$ cat src/rtl/tmg_pkg.sv
`timescale 1ns / 1ps
// ----------------------------------------------------------------------------
// tmg_pkg
// shared widths, register indexes, config type and the quarter-wave sine
// table builder for the torus mesh generator
// ----------------------------------------------------------------------------
package tmg_pkg;

  localparam int unsigned SINE_TABLE_BITS_DEF = 10;
  localparam int unsigned MAX_DIVISIONS       = 255;

  // largest quarter table over the legal table sizes (14 bits)
  localparam int unsigned SINE_TAB_MAX = 4096;

  localparam logic [7:0] MAX_COUNT =
    (MAX_DIVISIONS > 255) ? 8'd255 : 8'(MAX_DIVISIONS);

  localparam int unsigned CFG_INDEX_W = 3;
  localparam int unsigned CFG_DATA_W  = 17;

  localparam logic [CFG_INDEX_W-1:0] REG_MAJOR_RADIUS     = 3'd0;
  localparam logic [CFG_INDEX_W-1:0] REG_MINOR_RADIUS     = 3'd1;
  localparam logic [CFG_INDEX_W-1:0] REG_STACK_COUNT      = 3'd2;
  localparam logic [CFG_INDEX_W-1:0] REG_SLICE_COUNT      = 3'd3;
  localparam logic [CFG_INDEX_W-1:0] REG_STACK_RECIPROCAL = 3'd4;
  localparam logic [CFG_INDEX_W-1:0] REG_SLICE_RECIPROCAL = 3'd5;

  localparam logic [0:0] ACTION_VERTEX = 1'b0;
  localparam logic [0:0] ACTION_QUAD   = 1'b1;

  localparam longint unsigned HALF_PI_Q30 = 64'd1686629713;

  typedef struct packed {
    logic [15:0] major_radius;
    logic [15:0] minor_radius;
    logic [7:0]  stack_count;
    logic [7:0]  slice_count;
    logic [16:0] stack_reciprocal;
    logic [16:0] slice_reciprocal;
  } cfg_t;

  // finished vertex or quad item handed to the output stage
  typedef struct packed {
    logic               action;
    logic               range_error;
    logic signed [17:0] pos_x;
    logic signed [17:0] pos_y;
    logic signed [17:0] pos_z;
    logic [16:0]        tex_u;
    logic [16:0]        tex_v;
    logic signed [15:0] normal_x;
    logic signed [15:0] normal_y;
    logic signed [15:0] normal_z;
    logic [15:0]        corner_a;
    logic [15:0]        corner_c;
  } res_t;

  typedef logic [14:0] sine_tab_t [0:SINE_TAB_MAX];

  // series terms of sin: divide by (2n)(2n+1)
  function automatic longint unsigned series_div(input longint unsigned term,
                                                 input int unsigned n);
    longint unsigned q;
    case (n)
      1:       q = term / 6;
      2:       q = term / 20;
      3:       q = term / 42;
      4:       q = term / 72;
      5:       q = term / 110;
      6:       q = term / 156;
      7:       q = term / 210;
      8:       q = term / 272;
      default: q = term / 342;
    endcase
    return q;
  endfunction

  function automatic sine_tab_t sine_table(input int unsigned table_bits);
    sine_tab_t       tab;
    int unsigned     qbits;
    int unsigned     qsize;
    longint unsigned x;
    longint unsigned term;
    longint unsigned sum;
    longint unsigned v;
    qbits = table_bits - 2;
    qsize = 1 << qbits;
    tab   = '{default: '0};
    for (int unsigned k = 0; k <= qsize; k++) begin
      x    = (HALF_PI_Q30 * 64'(k)) >> qbits;
      term = x;
      sum  = x;
      for (int unsigned n = 1; n <= 9; n++) begin
        term = (((term * x) >> 30) * x) >> 30;
        term = series_div(term, n);
        if (n % 2 == 1) begin
          sum = (sum > term) ? sum - term : 64'd0;
        end else begin
          sum = sum + term;
        end
      end
      v = (sum + 64'd32768) >> 16;
      if (v > 64'd16384) begin
        v = 64'd16384;
      end
      tab[k] = v[14:0];
    end
    tab[0]     = '0;
    tab[qsize] = 15'd16384;
    return tab;
  endfunction

endpackage

$ cat src/rtl/tmg_out_if.sv
`timescale 1ns / 1ps
// ----------------------------------------------------------------------------
// tmg_out_if
// result item channel: vertex attributes or one triangle corner index
// ----------------------------------------------------------------------------
interface tmg_out_if;
  logic               valid;
  logic               ready;
  logic signed [17:0] pos_x;
  logic signed [17:0] pos_y;
  logic signed [17:0] pos_z;
  logic [16:0]        tex_u;
  logic [16:0]        tex_v;
  logic signed [15:0] normal_x;
  logic signed [15:0] normal_y;
  logic signed [15:0] normal_z;
  logic [15:0]        vertex_index;
  logic               last;
  logic               range_error;

  modport source (output valid, pos_x, pos_y, pos_z, tex_u, tex_v, normal_x, normal_y,
                  normal_z, vertex_index, last, range_error, input ready);
  modport sink   (input valid, pos_x, pos_y, pos_z, tex_u, tex_v, normal_x, normal_y,
                  normal_z, vertex_index, last, range_error, output ready);
endinterface

$ cat src/rtl/tmg_quad_serializer.sv
`timescale 1ns / 1ps
// ----------------------------------------------------------------------------
// tmg_quad_serializer
// output register; vertex and error items leave in one beat, quad items
// leave as six corner indices A B C D C B
// ----------------------------------------------------------------------------
module tmg_quad_serializer import tmg_pkg::*; (
  input  logic      clk,
  input  logic      rst,
  input  logic      res_valid,
  input  res_t      res,
  output logic      res_take,
  tmg_out_if.source out_chan
);

  localparam logic [2:0] LAST_BEAT = 3'd5;

  logic [2:0]  beat, beat_next;
  logic        quad_mode;
  logic        final_beat;
  logic        advance;
  logic [15:0] corner_a, corner_c;
  logic [15:0] corner_next;

  assign final_beat = !quad_mode || (beat == LAST_BEAT);
  assign res_take   = !out_chan.valid || (out_chan.ready && final_beat);
  assign advance    = out_chan.valid && out_chan.ready && !final_beat;
  assign beat_next  = beat + 3'd1;

  always_comb begin
    case (beat_next)
      3'd1:    corner_next = corner_a + 16'd1;
      3'd2:    corner_next = corner_c;
      3'd3:    corner_next = corner_c + 16'd1;
      3'd4:    corner_next = corner_c;
      default: corner_next = corner_a + 16'd1;
    endcase
  end

  always_ff @(posedge clk) begin
    if (rst) begin
      out_chan.valid <= 1'b0;
      quad_mode      <= 1'b0;
      beat           <= '0;
    end else if (res_take) begin
      out_chan.valid <= res_valid;
      quad_mode      <= res_valid && (res.action == ACTION_QUAD) && !res.range_error;
      beat           <= '0;
    end else if (advance) begin
      beat <= beat_next;
    end
  end

  always_ff @(posedge clk) begin
    if (res_take && res_valid) begin
      corner_a <= res.corner_a;
      corner_c <= res.corner_c;
      out_chan.range_error <= res.range_error;
      if (res.range_error || res.action == ACTION_QUAD) begin
        out_chan.pos_x        <= '0;
        out_chan.pos_y        <= '0;
        out_chan.pos_z        <= '0;
        out_chan.tex_u        <= '0;
        out_chan.tex_v        <= '0;
        out_chan.normal_x     <= '0;
        out_chan.normal_y     <= '0;
        out_chan.normal_z     <= '0;
        out_chan.vertex_index <= res.range_error ? 16'd0 : res.corner_a;
        out_chan.last         <= res.range_error;
      end else begin
        out_chan.pos_x        <= res.pos_x;
        out_chan.pos_y        <= res.pos_y;
        out_chan.pos_z        <= res.pos_z;
        out_chan.tex_u        <= res.tex_u;
        out_chan.tex_v        <= res.tex_v;
        out_chan.normal_x     <= res.normal_x;
        out_chan.normal_y     <= res.normal_y;
        out_chan.normal_z     <= res.normal_z;
        out_chan.vertex_index <= '0;
        out_chan.last         <= 1'b1;
      end
    end else if (advance) begin
      out_chan.vertex_index <= corner_next;
      out_chan.last         <= (beat_next == LAST_BEAT);
    end
  end

endmodule

$ cat src/flat_wrapper.sv
// flat-port wrapper written by rule: the top's interface ports become plain ports
module tmg_quad_serializer_flat import tmg_pkg::*;
  (clk, rst, res_valid, res, res_take, out_chan_valid, out_chan_pos_x, out_chan_pos_y, out_chan_pos_z, out_chan_tex_u, out_chan_tex_v, out_chan_normal_x, out_chan_normal_y, out_chan_normal_z, out_chan_vertex_index, out_chan_last, out_chan_range_error, out_chan_ready);
  tmg_out_if out_chan_i ();
  input  logic clk;
  input  logic rst;
  input  logic res_valid;
  input  res_t res;
  output logic res_take;
  output wire logic [$bits(out_chan_i.valid)-1:0] out_chan_valid;
  output wire logic [$bits(out_chan_i.pos_x)-1:0] out_chan_pos_x;
  output wire logic [$bits(out_chan_i.pos_y)-1:0] out_chan_pos_y;
  output wire logic [$bits(out_chan_i.pos_z)-1:0] out_chan_pos_z;
  output wire logic [$bits(out_chan_i.tex_u)-1:0] out_chan_tex_u;
  output wire logic [$bits(out_chan_i.tex_v)-1:0] out_chan_tex_v;
  output wire logic [$bits(out_chan_i.normal_x)-1:0] out_chan_normal_x;
  output wire logic [$bits(out_chan_i.normal_y)-1:0] out_chan_normal_y;
  output wire logic [$bits(out_chan_i.normal_z)-1:0] out_chan_normal_z;
  output wire logic [$bits(out_chan_i.vertex_index)-1:0] out_chan_vertex_index;
  output wire logic [$bits(out_chan_i.last)-1:0] out_chan_last;
  output wire logic [$bits(out_chan_i.range_error)-1:0] out_chan_range_error;
  input wire logic [$bits(out_chan_i.ready)-1:0] out_chan_ready;
  assign out_chan_valid = out_chan_i.valid;
  assign out_chan_pos_x = out_chan_i.pos_x;
  assign out_chan_pos_y = out_chan_i.pos_y;
  assign out_chan_pos_z = out_chan_i.pos_z;
  assign out_chan_tex_u = out_chan_i.tex_u;
  assign out_chan_tex_v = out_chan_i.tex_v;
  assign out_chan_normal_x = out_chan_i.normal_x;
  assign out_chan_normal_y = out_chan_i.normal_y;
  assign out_chan_normal_z = out_chan_i.normal_z;
  assign out_chan_vertex_index = out_chan_i.vertex_index;
  assign out_chan_last = out_chan_i.last;
  assign out_chan_range_error = out_chan_i.range_error;
  assign out_chan_i.ready = out_chan_ready;
  tmg_quad_serializer u_core (.clk(clk), .rst(rst), .res_valid(res_valid), .res(res), .res_take(res_take), .out_chan(out_chan_i));
endmodule
$ cat config.mk
export PLATFORM = sky130hd
export DESIGN_NAME = tmg_quad_serializer_flat
export DESIGN_NICKNAME = d
export VERILOG_FILES = /design/src/rtl/tmg_pkg.sv /design/src/rtl/tmg_out_if.sv /design/src/rtl/tmg_quad_serializer.sv /design/src/flat_wrapper.sv
export SDC_FILE = /design/constraint.sdc
export NUM_CORES = 1
export LEC_CHECK = 0
export BUFFER_PORTS_ARGS = -buffer_cell sky130_fd_sc_hd__buf_2
export CAP_MARGIN = 15
export CORE_ASPECT_RATIO = 1.1
export CORE_MARGIN = 2
export CORE_UTILIZATION = 45
export CTS_BUF_LIST = sky130_fd_sc_hd__clkbuf_16
export CTS_CLUSTER_SIZE = 28
export DETAILED_ROUTE_END_ITERATION = 16
export PLACE_DENSITY_LB_ADDON = 0.05
export SLEW_MARGIN = 0
export SYNTH_ARGS = -nofsm -noshare
export SYNTH_HDL_FRONTEND = slang
export SYNTH_SLANG_ARGS = --single-unit
$ cat constraint.sdc
create_clock -name clk -period 8.11 [get_ports clk]
set_clock_uncertainty 0.1 [all_clocks]
set_input_delay 0.4055 -clock clk [delete_from_list [all_inputs] [get_ports clk]]
set_output_delay 0.4055 -clock clk [all_outputs]
set_load 0.005 [all_outputs]
* Word level (Yosys, flattened, before mapping)
Index checks and enable logic that the tools add are counted.
Cells by class: reductions and logical operators 16, add/subtract/negate cells 3, equality and inequality tests 5, muxes and demuxes 8
Operators with widths (count):
- 16-bit two-way mux | 4
- 16-bit by 1-bit adder with 16-bit output (second input constant) | 2
- 16-bit one-hot mux with 2 select lines | 1
- 3-bit equality test (second input constant) | 3
- 3-bit by 2-bit equality test with 1-bit output (second input constant) | 2
- 1-bit logical AND | 6
- 1-bit zero test | 4
- 2-bit OR reduction | 2
- 3-bit by 1-bit adder with 3-bit output (second input constant) | 1
- 1-bit logical OR | 3
- 1-bit two-way mux | 3
- 2-bit nonzero test | 1
Storage, ports and cells: output and inout bits 156, word-level logic and storage cells 48, bits of input ports 174, flip-flop bits (word level) 191

* Logic depth before layout (Yosys ltp)
Gate-level depths: netlist of the first run.
depth after elaboration 6, depth in mapped cells 13, gate-level depth less buffers 12

* Worst setup path after synthesis of the first run
OpenSTA, ideal clock, no wires.
path type flip-flop to flip-flop, from register u_core.beat[0], to register u_core.out_chan.vertex_index[10] (netlist name), data pin, setup time 0.268 ns, stages on the path, launching flop included 14, clock period less this slack 2.753 ns, path slack 5.357 ns, arrival time 2.385 ns, buffers on the path 2, path through dfxtp_1 ha_1 xnor2_1 buf_6 nand2_8 buf_6 nand2_1 nand2_1 ha_1 nand4_1 nor4_4 o22ai_1 xnor2_1 o211ai_1
On the way: longest elaborated chain between the ends 6, elaborated cells between the ends (all ways) 13, those cells by class add/sub (1); eq/ne (4); mux (3); reduce/logical (5)
RTL lines:
- from (decl) | line tmg_quad_serializer.sv:18 | logic [2:0] beat, beat_next;
- from (signal assigned) | line tmg_quad_serializer.sv:50 | beat <= beat_next;
- 3-bit by 1-bit adder with 3-bit output or 3-bit equality test (tied branches) | line tmg_quad_serializer.sv:28, tmg_quad_serializer.sv:25
- 3-bit by 2-bit equality test with 1-bit output, or another cell as far along | line tmg_quad_serializer.sv:31 | case (beat_next)
- 2-bit OR reduction (no source line) or 1-bit logical AND (tied branches)
- 16-bit one-hot mux with 2 select lines or 1-bit logical OR (tied branches) | line tmg_quad_serializer.sv:31, tmg_quad_serializer.sv:26
- 16-bit two-way mux or 1-bit logical AND (tied branches) | line tmg_quad_serializer.sv:82, tmg_quad_serializer.sv:55
- 16-bit two-way mux (*) | line tmg_quad_serializer.sv:55 | if (res_take && res_valid) begin
- to (signal assigned) | line tmg_quad_serializer.sv:68 | out_chan.vertex_index <= res.range_error ? 16'd0 : res.corner_a;
- to (signal assigned) | line tmg_quad_serializer.sv:83 | out_chan.vertex_index <= corner_next;
- to (decl) | line tmg_out_if.sv:22 | normal_z, vertex_index, last, range_error, input ready);
Every way passes the cells marked *; elsewhere a longest branch is shown, timed or not. The select of a mux whose other input is x is not followed. A chain may end at the register's enable or synchronous reset.

* Worst setup path in the final report of the first run
from register u_core.beat[0], to register u_core.out_chan.vertex_index[14] (netlist name), data pin
On the way: longest elaborated chain between the ends 6, elaborated cells between the ends (all ways) 13, those cells by class add/sub (1); eq/ne (4); mux (3); reduce/logical (5)
RTL lines:
- 3-bit by 1-bit adder with 3-bit output (*) | line tmg_quad_serializer.sv:28 | assign beat_next = beat + 3'd1;
- via u_core.beat_next[0] | line tmg_quad_serializer.sv:18
- 3-bit by 2-bit equality test with 1-bit output or 3-bit equality test (tied branches) | line tmg_quad_serializer.sv:31
- 2-bit OR reduction (no source line)
- 16-bit one-hot mux with 2 select lines (*) | line tmg_quad_serializer.sv:31
- 16-bit two-way mux (*) | line tmg_quad_serializer.sv:82 | end else if (advance) begin
- 16-bit two-way mux (*) | line tmg_quad_serializer.sv:55
The timed path passes the listed nets; every way through them passes the cells marked *. The select of a mux whose other input is x is not followed.

==> results of run 1 <==
layout make-up:
| cell class | instances | area [um2] |
|---|---|---|
| diodes | 5 | 12.5 |
| well taps | 238 | 298 |
| multi-input cells | 327 | 2110 |
| clock buffers | 17 | 425 |
| repair buffers | 336 | 1720 |
| flip-flops and latches | 191 | 5690 |
| fillers | 1494 | 7100 |
| inverters | 9 | 38.8 |
| clock inverters | 15 | 159 |
flip-flops by register name (all words and copies together), names as in the netlist, 17 cells and up:
register               count
u_core.out_chan.pos_x     18
u_core.out_chan.pos_z     18
u_core.out_chan.tex_u     17
u_core.out_chan.pos_y     18
u_core.out_chan.tex_v     17
metrics by stage:
step / util (%) / hold WS (ps) / total power [mW] / worst slack [ps]
finish: 59.6 / 57.2 / 2.21 / 4270
CTS: 59.3 / 36.7 / 2.23 / 4300
global placement: 56.0 / 395 / 1.39 / 4440
global route: 59.5 / 34.9 / 2.29 / 3970
detailed placement: 56.0 / 436 / 1.39 / 4350
floorplan: - / 372 / 1.28 / 5360
worst reg2reg max path, stage by stage, from the launching register on:
cell      delay, ps
dfxtp_1         360
inv_1           100
ha_1            570
inv_1           370
nor2_2          540
nand2_1         110
nand2_1          80
ha_1            260
nand4_1         260
nor4_4          370
o22ai_1         150
xnor2_1         190
o211ai_1        100
logic make-up (layout without fill, tap and decap cells):
| family | Yosys count | count (layout) | synth area share (%) |
|---|---|---|---|
| simple gates | 231 | 231 | 16.9 |
| flops | 191 | 191 | 70.9 |
| compound gates | 65 | 65 | 5.43 |
| buf+inv | 38 | 377 | 2.79 |
| xor+xnor | 15 | 15 | 1.73 |
| mux | 10 | 10 | 1.26 |
| fa+ha+maj | 6 | 6 | 0.937 |
| other cells | 0 | 5 | 0 |
metal layers:
| metal | global-route usage [%] | vias to the layer above | wire (um) |
|---|---|---|---|
| met5 | 0 | - | 16 |
| li1 | - | 2684 | - |
| met4 | 10.1 | 2 | 634 |
| met2 | 34.3 | 265 | 10200 |
| met1 | 23.3 | 2657 | 7380 |
| met3 | 8.20 | 39 | 1960 |
final timing paths:
kind                            slack (ps)  cells past startpoint                     startpoint                                          to
worst max-delay path                  4270                     12    u_core.beat[0]$_SDFFE_PP0P_  u_core.out_chan.vertex_index[14]$_DFFE_PP_
worst max register to register        4270                     12    u_core.beat[0]$_SDFFE_PP0P_  u_core.out_chan.vertex_index[14]$_DFFE_PP_
worst min register to register         460                      2  u_core.quad_mode$_SDFFE_PP0N_               u_core.quad_mode$_SDFFE_PP0N_
worst min-delay path                    60                      1                        res[14]               u_core.corner_c[14]$_DFFE_PN_
where the power goes:
part,internal (mW),total (mW),leakage [nW],switching [mW]
Sequential,1.16,1.18,1.88,0.0256
Combinational,0.0903,0.190,2.18,0.0995
Clock,0.459,0.835,0.278,0.376
Total,1.71,2.21,4.34,0.501
cell usage in the layout, fill, tap and decap left out, types with 3 or more instances in the layout:
master	count
a211oi_1	4
a21oi_1	16
and2_1	136
and3_1	3
buf_2	329
buf_4	6
clkbuf_16	17
clkinv_1	3
clkinvlp_4	3
dfxtp_1	5
diode_2	5
edfxtp_1	186
ha_1	6
inv_1	8
inv_6	3
inv_8	3
mux2i_1	9
nand2_1	24
nand3_1	31
nand4_1	10
nor2_1	7
nor3_1	7
nor4_1	3
o211ai_1	10
o21a_1	3
o21ai_0	5
o21ai_1	7
o22ai_1	7
xnor2_1	12
==> impl_metrics.env, run 1 <==
export IMPL_leakagePower_nw=4.34
export IMPL_grt_max_degree=137
export IMPL_antenna_found_initial=6
export IMPL_dpl_cell_count=1100
export IMPL_grt_pass1_wl_um=29500
export IMPL_wire_per_inst_um=17.7
export IMPL_drc=0
export IMPL_p_per_area_mw_per_mm2=211
export IMPL_seq_area_frac_synth_pct=70.9
export IMPL_finalHoldViolations=0
export IMPL_slew_viol_final=0
export IMPL_cts_root_buf="clkbuf_16"
export IMPL_netlist_top_cells_count="186 x edfxtp_1, 136 x and2_1, 31 x nand3_1"
export IMPL_drive_gt1_share_pct=42.0
export IMPL_cts_tree="yes"
export IMPL_syn_inst=556
export IMPL_cts_hold_repair_buffers=0
export IMPL_max_stage_delay_ps=570
export IMPL_tritoncts_num_sinks=191
export IMPL_die_x_um=131
export IMPL_worst_path_buf_inv=2
export IMPL_insertion_delay_ps=420
export IMPL_post_route_period_util_pct=47.3
export IMPL_fmaxAchievable_mhz=261
export IMPL_hold_path_class="in2reg"
export IMPL_final_nets=1062
export IMPL_syn_area_per_cell_um2=14.4
export IMPL_rows=51
export IMPL_clk_pin_slew_ps=70
export IMPL_boundaryPins=330
export IMPL_dr_first_iter_drc_count=395
export IMPL_syn_area_mm2=0.00802
export IMPL_stdcell_area_mm2=0.0105
export IMPL_syn2layout_area_growth_pct=30.4
export IMPL_maxCapViolCount=0
export IMPL_port_buffers=329
export IMPL_outcome="complete, no violations"
export IMPL_end_kind="flop"
export IMPL_slowest_stage="ha_1"
export IMPL_period_needed_ps=3840
export IMPL_synth_top_cell_by_area="edfxtp_1"
export IMPL_clock_path_buffers=2
export IMPL_die_height_um=144
export IMPL_arrival_ps=3890
export IMPL_async_flop_share_pct=0
export IMPL_die_area_mm2=0.0189
export IMPL_synth_most_common_cell="edfxtp_1"
export IMPL_ctsResizeCount=0
export IMPL_vias=5647
export IMPL_cp_top_family="simple AND/OR/NAND/NOR gates"
export IMPL_gp_congestion=0.901
export IMPL_ys_warn_count=0
export IMPL_initial_core_util_pct=45.7
export IMPL_grt_overflow=0
export IMPL_routed_wl_um=20200
export IMPL_synth_seq_cells=191
export IMPL_dp_hpwl_um=14600
export IMPL_critPathRequiredTime_ps=8170
export IMPL_placed_area_mm2=0.00983
export IMPL_avgViaCountPerCell=4.96
export IMPL_critPathKind="reg2reg"
export IMPL_synthesis_nets=736
export IMPL_worstMarginPinSlew_ps=976
export IMPL_core_area_mm2=0.0175
export IMPL_ir_drop_mv=0.143
export IMPL_detail_route_antenna_nets=0
export IMPL_max_slew_margin_pct=35.0
export IMPL_synth_distinct_cells=54
export IMPL_cts_buffers=17
export IMPL_worstSetupStartpointType="flop"
export IMPL_fin_setup_tns_ps=0
export IMPL_crit_fanout=12
export IMPL_grt_pass1_vias=5514
export IMPL_synthFlopType="edfxtp_1"
export IMPL_yosysTopAreaCellShare_pct=69.7
export IMPL_final_cells=1138
export IMPL_rsz0062_at_grt="no"
export IMPL_htree_levels=4
export IMPL_grtUsageTotal_pct=20.6
export IMPL_synth_edf_count=186
export IMPL_cts_setup_buffers=0
export IMPL_firstDrtPassIters=5
export IMPL_setup_violations_final=0
export IMPL_netlist_top_cells_area="edfxtp_1 70%, and2_1 11%, nand3_1 1.9%"
export IMPL_path_cells="inv_1 -> ha_1 -> inv_1 -> nor2_2 -> nand2_1 -> nand2_1 -> ha_1 -> nand4_1 -> nor4_4 -> o22ai_1 -> xnor2_1 -> o211ai_1"
Note: power is estimated with default switching activity, not from simulation.
==> inputs of run 2 (changes only) <==
- clock period: 8.11 -> 3.6 ns (I/O delays scaled with it)
==> run 2 against run 1 <==
Worst setup slack got worse by 3800 ps. Routed wire length rose by 14%. Sequential share of layout area fell by 7.6 points. Maximum frequency rose by 22%. Flip-flop and latch count did not move. Die area did not move. Cell area rose by 16%. Largest power group unchanged.
==> impl_metrics.env, run 2 (same netlist as run 1, synthesis figures left out) <==
export IMPL_boundaryPins=330
export IMPL_drive_gt1_share_pct=35.6
export IMPL_die_height_um=144
export IMPL_slew_viol_final=0
export IMPL_grt_pass1_vias=6626
export IMPL_crit_fanout=12
export IMPL_grtUsageTotal_pct=23.5
export IMPL_dr_first_iter_drc_count=402
export IMPL_rrSetupSlack_ps=460
export IMPL_maxCapViolCount=0
export IMPL_ir_drop_mv=0.344
export IMPL_critPathKind="reg2reg"
export IMPL_dp_hpwl_um=15100
export IMPL_num_fill_cells=1247
export IMPL_critPathRequiredTime_ps=3670
export IMPL_grt_pass1_wl_um=34000
export IMPL_gp_congestion=0.867
export IMPL_port_buffers=329
export IMPL_arrival_ps=3210
export IMPL_tritoncts_num_sinks=191
export IMPL_fmaxAchievable_mhz=318
export IMPL_antenna_found_initial=0
export IMPL_insertion_delay_ps=430
export IMPL_cts_root_buf="clkbuf_16"
export IMPL_n_antenna_cell=0
export IMPL_rows=51
export IMPL_wire_per_inst_um=17.6
export IMPL_grt_overflow=0
export IMPL_layout_common_cells="329 x buf_2, 186 x edfxtp_1, 171 x dlygate4sd3_1, 136 x and2_1, 31 x nand3_1"
export IMPL_htree_levels=4
export IMPL_worstSetupStartpointType="flop"
export IMPL_cts_tree="yes"
export IMPL_rr_startpoint="u_core.beat[0]$_SDFFE_PP0P_"
export IMPL_core_area_mm2=0.0175
export IMPL_initial_core_util_pct=45.7
export IMPL_syn2layout_area_growth_pct=51.5
export IMPL_post_route_period_util_pct=87.3
export IMPL_routed_wl_um=23000
export IMPL_fin_setup_tns_ps=0
export IMPL_grt_max_degree=110
export IMPL_setup_violations_final=0
export IMPL_leakagePower_nw=5.06
export IMPL_die_area_mm2=0.0189
export IMPL_drc=0
export IMPL_hold_path_class="in2reg"
export IMPL_path_cells="ha_1 -> xor2_2 -> nor2_2 -> nand2_1 -> nand2_1 -> ha_1 -> nand4_1 -> nor4_4 -> o22ai_1 -> xnor2_1 -> o211ai_1"
export IMPL_slowest_stage="dfxtp_1"
export IMPL_cts_setup_buffers=0
export IMPL_hold_depth=4
export IMPL_power_mw=5.04
export IMPL_final_nets=1235
export IMPL_rsz0062_at_grt="no"
export IMPL_r2r_end="u_core.out_chan.vertex_index[12]$_DFFE_PP_"
export IMPL_clk_pin_slew_ps=80
export IMPL_cts_buffers=17
export IMPL_max_stage_delay_ps=430
export IMPL_period_needed_ps=3140
export IMPL_outcome="complete, no violations"
export IMPL_top_regs="u_core.out_chan.pos_x x18, u_core.out_chan.pos_y x18, u_core.out_chan.pos_z x18"
export IMPL_p_per_area_mw_per_mm2=415
export IMPL_final_util_pct=69.2
export IMPL_vias=6428
export IMPL_finalHoldViolations=0
export IMPL_end_kind="flop"
export IMPL_worstMarginPinSlew_ps=983
export IMPL_hold_start="out_chan_ready"
export IMPL_max_slew_margin_pct=34.2
export IMPL_cp_top_family="simple AND/OR/NAND/NOR gates"
export IMPL_clock_path_buffers=2
export IMPL_worstHoldEndpoint="u_core.out_chan.valid$_SDFFE_PP0N_"
export IMPL_die_x_um=131
export IMPL_firstDrtPassIters=5
export IMPL_worst_path_buf_inv=0
export IMPL_detail_route_antenna_nets=0
export IMPL_avgViaCountPerCell=4.92
export IMPL_reg2reg_depth=11
export IMPL_final_common_cell="buf_2"
[run 2: through the flow]
step / cells / instance area, um2 / setup slack, ps / hold slack (ps)
after floorplan: 556 / 8020 / 847 / 149
after global placement: 1103 / 9880 / 650 / 259
after detailed placement: 1103 / 9880 / 529 / 259
after CTS: 1306 / 12100 / 494 / 102
after global routing: 1306 / 12100 / 217 / 164
final: 1306 / 12100 / 456 / 104
[run 2: how the worst max path moves through the flow]
stage / slack, ps / start / to / depth (start not counted)
2_1_floorplan: 850 / u_core.beat[0]$_SDFFE_PP0P_ / u_core.out_chan.vertex_index[10]$_DFFE_PP_ / 13
3_3_place_gp: 650 / u_core.beat[0]$_SDFFE_PP0P_ / u_core.out_chan.vertex_index[12]$_DFFE_PP_ / 13
5_1_grt: 220 / u_core.beat[0]$_SDFFE_PP0P_ / u_core.out_chan.vertex_index[12]$_DFFE_PP_ / 11
4_1_cts: 490 / u_core.beat[0]$_SDFFE_PP0P_ / u_core.out_chan.vertex_index[10]$_DFFE_PP_ / 11
3_5_place_dp: 530 / u_core.beat[0]$_SDFFE_PP0P_ / u_core.out_chan.vertex_index[10]$_DFFE_PP_ / 11
6_report: 460 / u_core.beat[0]$_SDFFE_PP0P_ / u_core.out_chan.vertex_index[12]$_DFFE_PP_ / 11
[run 2: timing repair]
action / in CTS / in global routing
hold endpoints to repair: 182 / 0
resized for setup: 0 / 0
hold buffers: 171 / 0
[run 2: final cells by class]
class                   count  area (um2)  share of cell area [%]
multi-input cells         327        2120                    17.4
clock buffers              17         425                    3.50
flip-flops and latches    191        5690                    46.8
clock inverters            15         128                    1.05
repair buffers            509        3450                    28.4
well taps                 238         298                    2.45
inverters                   9        38.8                   0.319
[run 2: routing by layer]
metal	vias up	wire, um	global-route usage (%)
met4	0	760	10.5
met3	52	2020	8.59
li1	3029	-	-
met2	284	12000	42.0
met1	3063	8220	25.2
met5	-	0	0
[run 2: tightest hold or removal path: cells and delay by family]
family                 cells  cell delay [ps]
buffers and inverters      2              160
AOI/OAI and AO/OA          2              260
[run 2: power breakdown]
group | total (mW) | switching [mW] | leakage [nW] | internal (mW)
Clock | 1.78 | 0.876 | 0.268 | 0.907
Combinational | 0.590 | 0.265 | 2.91 | 0.325
Sequential | 2.66 | 0.0580 | 1.88 | 2.60
==> inputs of run 3 (changes only) <==
- REMOVE_ABC_BUFFERS: default -> 1
==> run 3 against run 2 <==
Sequential power barely moved. Die area did not move. Largest cell class unchanged. Hold slack better by 42 ps. Via count barely moved. Global-route usage up 0.88 points.
==> impl_metrics.env, run 3 (same netlist as run 1, synthesis figures left out) <==
export IMPL_final_common_cell="buf_2"
export IMPL_syn2layout_area_growth_pct=51.7
export IMPL_finalHoldViolations=0
export IMPL_dr_first_iter_drc_count=427
export IMPL_leakagePower_nw=5.08
export IMPL_critPathKind="reg2reg"
export IMPL_drc=0
export IMPL_p_seq_share_pct=52.9
export IMPL_firstDrtPassIters=5
export IMPL_slowest_stage="dfxtp_1"
export IMPL_timing_final_ws_setup_ps=589
export IMPL_netSwitchingPower_mw=1.15
export IMPL_worstMarginPinSlew_ps=1000
export IMPL_grt_pass1_wl_um=35200
export IMPL_rsz0062_at_grt="no"
export IMPL_drive_gt1_share_pct=35.6
export IMPL_vias=6429
export IMPL_ir_drop_mv=0.324
export IMPL_fmaxAchievable_mhz=332
export IMPL_clk_pin_slew_ps=70
export IMPL_cts_setup_buffers=0
export IMPL_cts_tree="yes"
export IMPL_final_util_pct=69.3
export IMPL_setup_violations_final=0
export IMPL_die_x_um=131
export IMPL_layout_common_cells="329 x buf_2, 186 x edfxtp_1, 171 x dlygate4sd3_1, 136 x and2_1, 31 x nand3_1"
export IMPL_netSwitchingFraction_pct=22.9
export IMPL_max_slew_margin_pct=33.0
export IMPL_port_buffers=329
export IMPL_p_int_mw=3.88
export IMPL_outcome="complete, no violations"
export IMPL_place_ws_ps=606
export IMPL_grt_max_degree=137
export IMPL_insertion_delay_ps=430
export IMPL_gp_congestion=0.846
export IMPL_detail_route_antenna_nets=0
export IMPL_die_area_mm2=0.0189
export IMPL_register_area_mm2=0.00569
export IMPL_p_per_area_mw_per_mm2=414
export IMPL_cts_buffers=17
export IMPL_clock_path_buffers=2
export IMPL_p_clk_share_pct=35.2
export IMPL_critPathRequiredTime_ps=3670
export IMPL_grtUsageTotal_pct=24.4
export IMPL_maxCapViolCount=0
export IMPL_path_cells="ha_1 -> xnor2_1 -> nand2_8 -> nand2_1 -> nand2_1 -> ha_1 -> nand4_1 -> nor4_4 -> o22ai_1 -> xnor2_1 -> o211ai_1"
export IMPL_cts_root_buf="clkbuf_16"
export IMPL_hold_path_class="in2reg"
export IMPL_wire_per_inst_um=17.8
export IMPL_htree_levels=4
export IMPL_avgViaCountPerCell=4.91
export IMPL_arrival_ps=3080
export IMPL_period_needed_ps=3010
export IMPL_antenna_found_initial=0
export IMPL_die_height_um=144
export IMPL_combPwrFrac_pct=11.8
export IMPL_num_fill_cells=1271
export IMPL_routed_wl_um=23300
export IMPL_core_area_mm2=0.0175
export IMPL_slew_viol_final=0
export IMPL_multiInputGateArea_mm2=0.00212
export IMPL_rows=51
export IMPL_initial_core_util_pct=45.7
export IMPL_dp_hpwl_um=15200
export IMPL_ctsResizeCount=0
export IMPL_boundaryPins=330
export IMPL_grt_pass1_vias=6736
export IMPL_tritoncts_num_sinks=191
export IMPL_worstSetupStartpointType="flop"
export IMPL_grt_overflow=0
export IMPL_top_regs="u_core.out_chan.pos_x x18, u_core.out_chan.pos_y x18, u_core.out_chan.pos_z x18"
export IMPL_final_nets=1238
export IMPL_power_mw=5.03
export IMPL_cp_top_family="simple AND/OR/NAND/NOR gates"
export IMPL_post_route_period_util_pct=83.6
export IMPL_crit_fanout=19
export IMPL_max_stage_delay_ps=430
export IMPL_worst_path_buf_inv=0
export IMPL_end_kind="flop"
-- run 3: changes by cell type in the layout (fill, tap and decap cells not counted), moves of 2 or more --
cell / delta
inv_1: +2
inv_8: -5
clkinv_2: +2
clkinv_4: -2
buf_4: +3
inv_6: +3
-- run 3: tightest hold or removal path: cells and delay by family --
family / cells / cell delay, ps
buf+inv: 2 / 160
simple gates: 1 / 180
compound gates: 1 / 110
-- run 3: timing repair --
item	in CTS	in global routing
hold buffers	171	0
endpoints found under the hold margin	187	0
setup endpoints to repair	0	0
-- run 3: path summary, 6_finish.rpt --
kind | start | end | slack (ps) | depth (start not counted)
max | u_core.beat[0]$_SDFFE_PP0P_ | u_core.out_chan.vertex_index[14]$_DFFE_PP_ | 590 | 11
min | out_chan_ready | u_core.beat[0]$_SDFFE_PP0P_ | 150 | 4
max reg2reg | u_core.beat[0]$_SDFFE_PP0P_ | u_core.out_chan.vertex_index[14]$_DFFE_PP_ | 590 | 11
min reg2reg | u_core.quad_mode$_SDFFE_PP0N_ | u_core.quad_mode$_SDFFE_PP0N_ | 420 | 2
-- run 3: cell type report --
| cell class | count | share of cell area [%] |
|---|---|---|
| repair buffers | 512 | 28.6 |
| diodes | 1 | 0.0206 |
| clock inverters | 14 | 0.957 |
| inverters | 9 | 0.319 |
| multi-input cells | 327 | 17.4 |
| clock buffers | 17 | 3.50 |
| well taps | 238 | 2.45 |
| flip-flops and latches | 191 | 46.8 |
-- run 3: power by group through the flow --
stage | clock, mW | combinational [mW] | sequential [mW]
global route | 1.88 | 0.645 | 2.68
floorplan | 0 | 0.145 | 2.72
global placement | 0 | 0.435 | 2.71
finish | 1.77 | 0.594 | 2.66
detailed placement | 0 | 0.442 | 2.71
CTS | 1.80 | 0.593 | 2.66
-- run 3: routing by layer --
| metal | GRT usage, % | routed length, um | vias to the layer above |
|---|---|---|---|
| met4 | 11.4 | 716 | 0 |
| met3 | 7.15 | 1590 | 48 |
| met2 | 44.4 | 12700 | 256 |
| li1 | - | - | 3035 |
| met1 | 26.4 | 8230 | 3090 |
| met5 | 0 | 0 | - |
-- run 3: stage by stage --
stage | setup TNS [ps] | cells | hold WS [ps] | area, um2
4_1_cts | 0 | 1308 | 126 | 12200
3_5_place_dp | 0 | 1106 | 258 | 9900
2_1_floorplan | -50350 | 527 | 149 | 7830
3_3_place_gp | 0 | 1106 | 259 | 9900
5_1_grt | 0 | 1308 | 170 | 12200
6_report | 0 | 1309 | 146 | 12200
